==> src/rtl/core/pbt_pkg.sv <==
// pbt_pkg: shared types and constants of the playback position tracker
// no dependencies; imported by all rtl/core modules of the tracker

package pbt_pkg;

  // fixed port widths
  localparam int OPERAND_BITS = 32;
  localparam int CMD_BITS     = 3;
  localparam int CFG_IDX_BITS = 2;
  localparam int CFG_BITS     = 32;
  localparam int OUT_BITS     = 40;
  localparam int RATE_BITS    = 16;

  // play rate after reset, 1.0 in the default rate format
  localparam logic [RATE_BITS-1:0] RATE_RESET = 16'd256;

  // configuration register indexes
  localparam logic [CFG_IDX_BITS-1:0] CFG_CLIP_LENGTH = 2'd0;
  localparam logic [CFG_IDX_BITS-1:0] CFG_LOOP_ENABLE = 2'd1;
  localparam logic [CFG_IDX_BITS-1:0] CFG_PLAY_RATE   = 2'd2;

  typedef enum logic [CMD_BITS-1:0] {
    CMD_PLAY   = 3'd0,
    CMD_RESET  = 3'd1,
    CMD_PAUSE  = 3'd2,
    CMD_RESUME = 3'd3,
    CMD_TICK   = 3'd4,
    CMD_SEEK   = 3'd5
  } cmd_t;

  typedef enum logic [1:0] {
    RS_INIT      = 2'd0,
    RS_PLAYING   = 2'd1,
    RS_PAUSED    = 2'd2,
    RS_COMPLETED = 2'd3
  } run_state_t;

  typedef enum logic [2:0] {
    FSM_IDLE,
    FSM_EVAL,
    FSM_MUL,
    FSM_SUM,
    FSM_DIV,
    FSM_DONE
  } fsm_t;

endpackage

==> src/rtl/core/playback_position_tracker.sv <==
// playback_position_tracker: top level, command sequencer and result register
// depends on pbt_pkg, pbt_mul, pbt_rem

// Tracks a playback position (unsigned, 16 fraction bits) through the run
// states init, playing, paused and completed. One command is taken at a
// time and gives one result. Play, reset, pause, resume, unused codes, a
// tick while not playing and a seek without loop mode or with a zero clip
// length pass from the evaluate state to the done state. A tick while
// playing runs the serial multiplier, one rate bit per cycle; when it
// runs past the clip end in loop mode, or on a seek in loop mode, the
// serial remainder unit then runs, one dividend bit per cycle, if the
// clip length is not zero. A result may wait in the output register
// while the next command is taken.

module playback_position_tracker #(
  parameter int TIME_BITS      = 32,
  parameter int RATE_FRAC_BITS = 8
) (
  input  logic                              clk,
  input  logic                              rst,
  input  logic                              s_tvalid,
  output logic                              s_tready,
  input  logic [pbt_pkg::OPERAND_BITS-1:0]  s_tdata,   // time_operand
  input  logic [pbt_pkg::CMD_BITS-1:0]      s_tuser,   // command
  output logic                              m_tvalid,
  input  logic                              m_tready,
  output logic [pbt_pkg::OUT_BITS-1:0]      m_tdata,   // run_state_out, position_out, wrapped
  input  logic                              cfg_we,
  input  logic [pbt_pkg::CFG_IDX_BITS-1:0]  cfg_index,
  input  logic [pbt_pkg::CFG_BITS-1:0]      cfg_data
);
  import pbt_pkg::*;

  localparam int WIDE      = (TIME_BITS > OPERAND_BITS) ? TIME_BITS : OPERAND_BITS;
  localparam int PROD_BITS = TIME_BITS + RATE_BITS;
  localparam int STEP_BITS = PROD_BITS - RATE_FRAC_BITS;
  localparam int SUM_BITS  = STEP_BITS + 1;

  // configuration
  logic [TIME_BITS-1:0] clip_len;
  logic                 loop_en;
  logic [RATE_BITS-1:0] play_rate;
  logic [WIDE-1:0]      cfg_wide;

  // sequencer and tracker state
  fsm_t                 fsm, fsm_next;
  cmd_t                 cmd, cmd_next;
  logic [TIME_BITS-1:0] operand, operand_next;
  run_state_t           run_state, run_state_next;
  logic [TIME_BITS-1:0] position, position_next;
  logic                 looped, looped_next;
  logic                 out_load;
  logic [WIDE-1:0]      op_wide;
  logic [WIDE-1:0]      pos_wide;

  // arithmetic
  logic                 mul_start, mul_done;
  logic [PROD_BITS-1:0] product;
  logic [STEP_BITS-1:0] step;
  logic [SUM_BITS-1:0]  sum;
  logic [TIME_BITS-1:0] sum_sat;
  logic [TIME_BITS-1:0] len_m1;
  logic                 rem_start, rem_done;
  logic [TIME_BITS-1:0] rem_dividend;
  logic [TIME_BITS-1:0] remainder;

  assign cfg_wide = WIDE'(cfg_data);
  assign op_wide  = WIDE'(s_tdata);
  assign pos_wide = WIDE'(position);

  // configuration writes
  always_ff @(posedge clk) begin
    if (rst) begin
      clip_len  <= '0;
      loop_en   <= 1'b0;
      play_rate <= RATE_RESET;
    end else if (cfg_we) begin
      case (cfg_index)
        CFG_CLIP_LENGTH: clip_len  <= cfg_wide[TIME_BITS-1:0];
        CFG_LOOP_ENABLE: loop_en   <= cfg_data[0];
        CFG_PLAY_RATE:   play_rate <= cfg_data[RATE_BITS-1:0];
        default: ;
      endcase
    end
  end

  pbt_mul #(
    .A_BITS(TIME_BITS)
  ) u_mul (
    .clk          (clk),
    .rst          (rst),
    .start        (mul_start),
    .multiplicand (operand),
    .multiplier   (play_rate),
    .done         (mul_done),
    .product      (product)
  );

  pbt_rem #(
    .W(TIME_BITS)
  ) u_rem (
    .clk       (clk),
    .rst       (rst),
    .start     (rem_start),
    .dividend  (rem_dividend),
    .divisor   (clip_len),
    .done      (rem_done),
    .remainder (remainder)
  );

  // advance, saturated to the top of the time range
  assign step    = product[PROD_BITS-1:RATE_FRAC_BITS];
  assign sum     = SUM_BITS'(position) + SUM_BITS'(step);
  assign sum_sat = (sum[SUM_BITS-1:TIME_BITS] != '0) ? {TIME_BITS{1'b1}}
                                                     : sum[TIME_BITS-1:0];
  assign len_m1  = clip_len - 1'b1;

  assign rem_dividend = (fsm == FSM_SUM) ? sum_sat : operand;
  assign s_tready     = (fsm == FSM_IDLE);

  // state registers
  always_ff @(posedge clk) begin
    if (rst) begin
      fsm       <= FSM_IDLE;
      cmd       <= CMD_PLAY;
      run_state <= RS_INIT;
      position  <= '0;
      looped    <= 1'b0;
    end else begin
      fsm       <= fsm_next;
      cmd       <= cmd_next;
      run_state <= run_state_next;
      position  <= position_next;
      looped    <= looped_next;
    end
  end

  always_ff @(posedge clk) begin
    operand <= operand_next;
  end

  // command sequencing
  always_comb begin
    fsm_next       = fsm;
    cmd_next       = cmd;
    operand_next   = operand;
    run_state_next = run_state;
    position_next  = position;
    looped_next    = looped;
    mul_start      = 1'b0;
    rem_start      = 1'b0;
    out_load       = 1'b0;
    case (fsm)
      FSM_IDLE: begin
        if (s_tvalid) begin
          cmd_next     = cmd_t'(s_tuser);
          operand_next = op_wide[TIME_BITS-1:0];
          fsm_next     = FSM_EVAL;
        end
      end
      FSM_EVAL: begin
        fsm_next = FSM_DONE;
        case (cmd)
          CMD_PLAY: begin
            run_state_next = RS_PLAYING;
            position_next  = operand;
            looped_next    = 1'b0;
          end
          CMD_RESET: begin
            run_state_next = RS_INIT;
            position_next  = '0;
            looped_next    = 1'b0;
          end
          CMD_PAUSE: begin
            if (run_state == RS_PLAYING) begin
              run_state_next = RS_PAUSED;
            end
          end
          CMD_RESUME: begin
            if (run_state == RS_PAUSED) begin
              run_state_next = RS_PLAYING;
            end
          end
          CMD_TICK: begin
            looped_next = 1'b0;
            if (run_state == RS_PLAYING) begin
              mul_start = 1'b1;
              fsm_next  = FSM_MUL;
            end
          end
          CMD_SEEK: begin
            looped_next = 1'b0;
            if (clip_len == '0) begin
              position_next = '0;
            end else if (loop_en) begin
              rem_start = 1'b1;
              fsm_next  = FSM_DIV;
            end else begin
              position_next = (operand < len_m1) ? operand : len_m1;
            end
          end
          default: ;
        endcase
      end
      FSM_MUL: begin
        if (mul_done) begin
          fsm_next = FSM_SUM;
        end
      end
      FSM_SUM: begin
        fsm_next = FSM_DONE;
        if (sum_sat < clip_len) begin
          position_next = sum_sat;
        end else if (loop_en) begin
          looped_next = 1'b1;
          if (clip_len == '0) begin
            position_next = '0;
          end else begin
            rem_start = 1'b1;
            fsm_next  = FSM_DIV;
          end
        end else begin
          position_next  = (clip_len == '0) ? '0 : len_m1;
          run_state_next = RS_COMPLETED;
        end
      end
      FSM_DIV: begin
        if (rem_done) begin
          // a loop seek marks a wrap when it lands behind the old position
          if (cmd == CMD_SEEK) begin
            looped_next = (remainder < position);
          end
          position_next = remainder;
          fsm_next      = FSM_DONE;
        end
      end
      FSM_DONE: begin
        if (!m_tvalid || m_tready) begin
          out_load = 1'b1;
          fsm_next = FSM_IDLE;
        end
      end
      default: fsm_next = FSM_IDLE;
    endcase
  end

  // result register
  always_ff @(posedge clk) begin
    if (rst) begin
      m_tvalid <= 1'b0;
    end else if (out_load) begin
      m_tvalid <= 1'b1;
    end else if (m_tready) begin
      m_tvalid <= 1'b0;
    end
  end

  always_ff @(posedge clk) begin
    if (out_load) begin
      m_tdata <= {5'b0, looped, pos_wide[OPERAND_BITS-1:0], run_state};
    end
  end

endmodule

==> src/rtl/core/pbt_mul.sv <==
// pbt_mul: radix-2 serial multiplier, one bit of the rate per cycle
// depends on pbt_pkg

module pbt_mul #(
  parameter int A_BITS = 32
) (
  input  logic                                   clk,
  input  logic                                   rst,
  input  logic                                   start,
  input  logic [A_BITS-1:0]                      multiplicand,
  input  logic [pbt_pkg::RATE_BITS-1:0]          multiplier,
  output logic                                   done,
  output logic [A_BITS+pbt_pkg::RATE_BITS-1:0]   product
);
  import pbt_pkg::*;

  localparam int CNT_BITS = $clog2(RATE_BITS);
  localparam logic [CNT_BITS-1:0] CNT_LAST = CNT_BITS'(RATE_BITS - 1);

  logic                 busy;
  logic [CNT_BITS-1:0]  cnt;
  logic [A_BITS-1:0]    mcand;
  logic [A_BITS-1:0]    hi;
  logic [RATE_BITS-1:0] lo;
  logic [A_BITS:0]      partial;

  // add the multiplicand when the low multiplier bit is set
  assign partial = {1'b0, hi} + (lo[0] ? {1'b0, mcand} : {(A_BITS + 1){1'b0}});

  // control
  always_ff @(posedge clk) begin
    if (rst) begin
      busy <= 1'b0;
      done <= 1'b0;
      cnt  <= '0;
    end else begin
      done <= 1'b0;
      if (start) begin
        busy <= 1'b1;
        cnt  <= '0;
      end else if (busy) begin
        cnt <= cnt + 1'b1;
        if (cnt == CNT_LAST) begin
          busy <= 1'b0;
          done <= 1'b1;
        end
      end
    end
  end

  // product shifts right one bit per cycle
  always_ff @(posedge clk) begin
    if (start) begin
      mcand <= multiplicand;
      hi    <= '0;
      lo    <= multiplier;
    end else if (busy) begin
      {hi, lo} <= {partial, lo[RATE_BITS-1:1]};
    end
  end

  assign product = {hi, lo};

endmodule

==> src/rtl/core/pbt_rem.sv <==
// pbt_rem: restoring serial remainder, one dividend bit per cycle
// depends on pbt_pkg

module pbt_rem #(
  parameter int W = 32
) (
  input  logic         clk,
  input  logic         rst,
  input  logic         start,
  input  logic [W-1:0] dividend,
  input  logic [W-1:0] divisor,
  output logic         done,
  output logic [W-1:0] remainder
);
  import pbt_pkg::*;

  localparam int CNT_BITS = $clog2(W);
  localparam logic [CNT_BITS-1:0] CNT_LAST = CNT_BITS'(W - 1);

  logic                busy;
  logic [CNT_BITS-1:0] cnt;
  logic [W-1:0]        num;
  logic [W-1:0]        dvs;
  logic [W-1:0]        rem;
  logic [W:0]          trial;
  logic [W:0]          diff;

  // bring in the next dividend bit and try to subtract
  assign trial = {rem, num[W-1]};
  assign diff  = trial - {1'b0, dvs};

  // control
  always_ff @(posedge clk) begin
    if (rst) begin
      busy <= 1'b0;
      done <= 1'b0;
      cnt  <= '0;
    end else begin
      done <= 1'b0;
      if (start) begin
        busy <= 1'b1;
        cnt  <= '0;
      end else if (busy) begin
        cnt <= cnt + 1'b1;
        if (cnt == CNT_LAST) begin
          busy <= 1'b0;
          done <= 1'b1;
        end
      end
    end
  end

  // partial remainder stays below the divisor
  always_ff @(posedge clk) begin
    if (start) begin
      num <= dividend;
      dvs <= divisor;
      rem <= '0;
    end else if (busy) begin
      num <= {num[W-2:0], 1'b0};
      rem <= (trial >= {1'b0, dvs}) ? diff[W-1:0] : trial[W-1:0];
    end
  end

  assign remainder = rem;

endmodule

==> config.mk <==
export PLATFORM = sky130hd
export DESIGN_NAME = playback_position_tracker
export DESIGN_NICKNAME = d
export VERILOG_FILES = /design/src/rtl/core/pbt_pkg.sv /design/src/rtl/core/playback_position_tracker.sv /design/src/rtl/core/pbt_mul.sv /design/src/rtl/core/pbt_rem.sv
export SDC_FILE = /design/constraint.sdc
export NUM_CORES = 1
export LEC_CHECK = 0
export CAP_MARGIN = 10
export CORE_ASPECT_RATIO = 1.1
export CORE_MARGIN = 2
export CORE_UTILIZATION = 50
export CTS_BUF_LIST = sky130_fd_sc_hd__clkbuf_4 sky130_fd_sc_hd__clkbuf_8 sky130_fd_sc_hd__clkbuf_16
export DETAILED_ROUTE_END_ITERATION = 7
export DONT_BUFFER_PORTS = 1
export SETUP_SLACK_MARGIN = 0.3
export SYNTH_ARGS = -nofsm -noshare
export SYNTH_HDL_FRONTEND = slang
export SYNTH_SLANG_ARGS = --single-unit
==> constraint.sdc <==
create_clock -name clk -period 7.6 [get_ports clk]
set_input_delay 1.14 -clock clk [delete_from_list [all_inputs] [get_ports clk]]
set_output_delay 1.14 -clock clk [all_outputs]
set_load 0.05 [all_outputs]
==> impl_metrics.toml <==
[final_layout]
diodes = 0
area_growth_pct = 9.95
fin_nets = 2631
final_common_cell = "nand2_1"
layout_common_cells = "nand2_1, ha_1, a21oi_1, edfxtp_1, nor2_1"
largest_reg_flops = 35
instances_no_fill = 2975
drive_above_1_share_pct = 9.52
final_cell_area_um2 = 24600
postLayoutCoreUtil_pct = 55.5
top_register = "m_tdata"

[power_and_ir_drop]
seqPwrFrac_pct = 38.7
p_per_area_nw_per_um2 = 250
intPower_mw = 4.07
power_frac_clock_pct = 34.2
total_power_mw = 6.14
combPwrFrac_pct = 27.1
leakagePower_nw = 9.42
switching_share_pct = 33.7
ir_worst_vdd_mv = 0.155
p_sw_mw = 2.07

[clock_network]
clkTransAtPathRegs_ps = 70
cts_buffers = 41
cts_buffer_depth = 3
cts_root_buf = "clkbuf_16"
worstSkewPairLatency_ps = 590
cts_max_level = 2
hold_buffers = 0
cts_tree = "yes"
cts_sinks = 347

[placement]
place.port_buffers = 0
post_dp_cell_area_um2 = 23000
gp_congestion = 0.947
dpl.hpwl_mm = 54.2
dp_cells = 2895

[global_routing]
grt_pass1_vias = 17800
grt_pass1_wl_mm = 108
grt_overflow = 0
globalRouteTotalUtil_pct = 31.1
antenna_found_initial = 1
grt_max_degree = 105

[worst_setup_path]
startpoint_type = "flip-flop"
reg2reg_from = "u_mul.lo[8]"
cpMaxStageDelayCell = "or4_1"
cp_top_family = "simple AND/OR/NAND/NOR gates"
critical_path.max_stage_delay_ps = 620
crit_fanout = 27
cp-end-kind = "flip-flop"
critPathBufInv = 5
crit_top_cell = "nand4_1"
crit_start = "u_mul.lo[8]"
critPathRequiredTime_ps = 7940
critical_path_arrival_ps = 7270
path_class = "reg2reg"

[die]
die-area_um2 = 46400
coreArea_um2 = 44300
initial_core_util_pct = 50.5
num_rows = 81
ios = 116
dieHeight_um = 226
die_w_um = 206

[timing]
clock.fmax_ghz = 0.144
relSlewSlack_pct = 19.1
post-route-min-period_ps = 6930
setup_tns_ps = 0
period_share_pct = 91.1
setup_violations = 0
hold_violations = 0
worst_pin_slew_ps = 1210
slew_viol_final = 0
skew_ps = 28.4
rsz0062_at_grt = "no"

[yosys]
synthDistinctLibCells = 85
ys_ff_latch = 347
yosysSeqAreaShare_pct = 39.1
synth_edf_count = 179
synth_xor_area_share_pct = 4.55
synthSimpleGateAreaFrac_pct = 15.8
yosys.area_share.adder_pct = 11.1
synth_top_family_by_area = "compound AO/OA/AOI/OAI gates"
syn_avg_cell_area_um2 = 9.37
async_flop_share_pct = 0
synth_compound_area_share_pct = 18.8
synth-main-ff-cell = "edfxtp_1"
netlist_instances = 2385
synth_area_um2 = 22400
ys_warn_count = 0
synth_mux_area_share_pct = 5.63

[worst_hold_path]
min_path_type = "reg2reg"
min_from = "play_rate[3]"

[detailed_routing]
vias_per_cell = 6.21
drt-initial-drc-count = 1654
postRouteAntennaNets = 0
dr.pass1.iters = 7
routed_wl_mm = 72.7
wl_per_cell_um = 24.5
route.detailed.drc = 0
vias = 18500

[run_status]
outcome = "complete, no violations"

[flow_run]
max_cap_viol_count = 0
-- path summary, 6_finish.rpt --
| kind | end | slack (ps) | cells after the start |
|---|---|---|---|
| worst max register to register | u_rem.num[1] | 670 | 26 |
| worst min register to register | play_rate[3] | 450 | 2 |
| worst min-delay path | play_rate[3] | 450 | 2 |
| worst max-delay path | u_rem.num[1] | 670 | 26 |
-- per-stage QoR --
| step | hold WS, ps | setup slack [ps] |
|---|---|---|
| finish | 452 | 673 |
| detailed placement | 442 | 319 |
| global route | 475 | 265 |
| CTS | 451 | 394 |
| floorplan | 409 | 727 |
| global placement | 434 | 411 |
-- cell usage after synthesis, types with 42 or more instances --
cell type / count / area share (%)
nor2_1: 171 / 2.9
inv_1: 153 / 2.6
nand2b_1: 44 / 1.2
ha_1: 193 / 11
nor4_1: 56 / 1.6
a211oi_1: 42 / 1.4
clkbuf_1: 79 / 1.3
o21ai_0: 91 / 2.0
a21o_1: 44 / 1.5
edfxtp_1: 179 / 24
dfxtp_1: 168 / 15
nand2_1: 214 / 3.6
xnor2_1: 91 / 3.6
a21oi_1: 181 / 4.1
mux2i_1: 47 / 2.1
-- final cells by class --
type                       instances  area, µm²
timing repair buffer              48        397
clock inverter                    21        273
multi-input combinational       1767      12700
tap                              581        727
clock buffer                      55       1170
fill                            3982      19700
inverter                         156        593
sequential                       347       8740
-- what timing repair did --
item                                    in CTS  in global routing
gates resized for setup                      1                 21
setup buffers                                0                  2
endpoints found under the setup margin       1                160
endpoints found under the hold margin        0                  0
cloned                                       0                  2
pin swaps                                    0                  4
-- power by group through the flow --
stage               combinational (mW)  clock [mW]  sequential [mW]
finish                            1.66        2.10             2.38
global route                      1.84        2.20             2.39
CTS                               1.63        2.14             2.38
detailed placement                1.62           0             2.42
global placement                  1.60           0             2.42
floorplan                         1.29           0             2.28
-- logic make-up after synthesis --
family	after synthesis
AO/OA/AOI/OAI	620
AND/OR/NAND/NOR	720
XOR/XNOR	116
flip-flops	347
multiplexers	108
buffers and inverters	277
other	1
adder cells (fa/ha/maj)	196
-- tightest hold or removal path, stage by stage (launching register included) --
cell and delay (ps):
dfxtp_1 310, nand2_1 50, a21oi_1 50
-- layer usage --
metal / track usage, % / up-vias / part of all wire [%]
li1: - / 8760 / -
met5: 0 / - / 0
met3: 4.53 / 186 / 5.1
met2: 52.4 / 616 / 48
met1: 38.0 / 8923 / 41
met4: 17.3 / 0 / 6.0
Note: power is estimated with default switching activity, not from simulation.
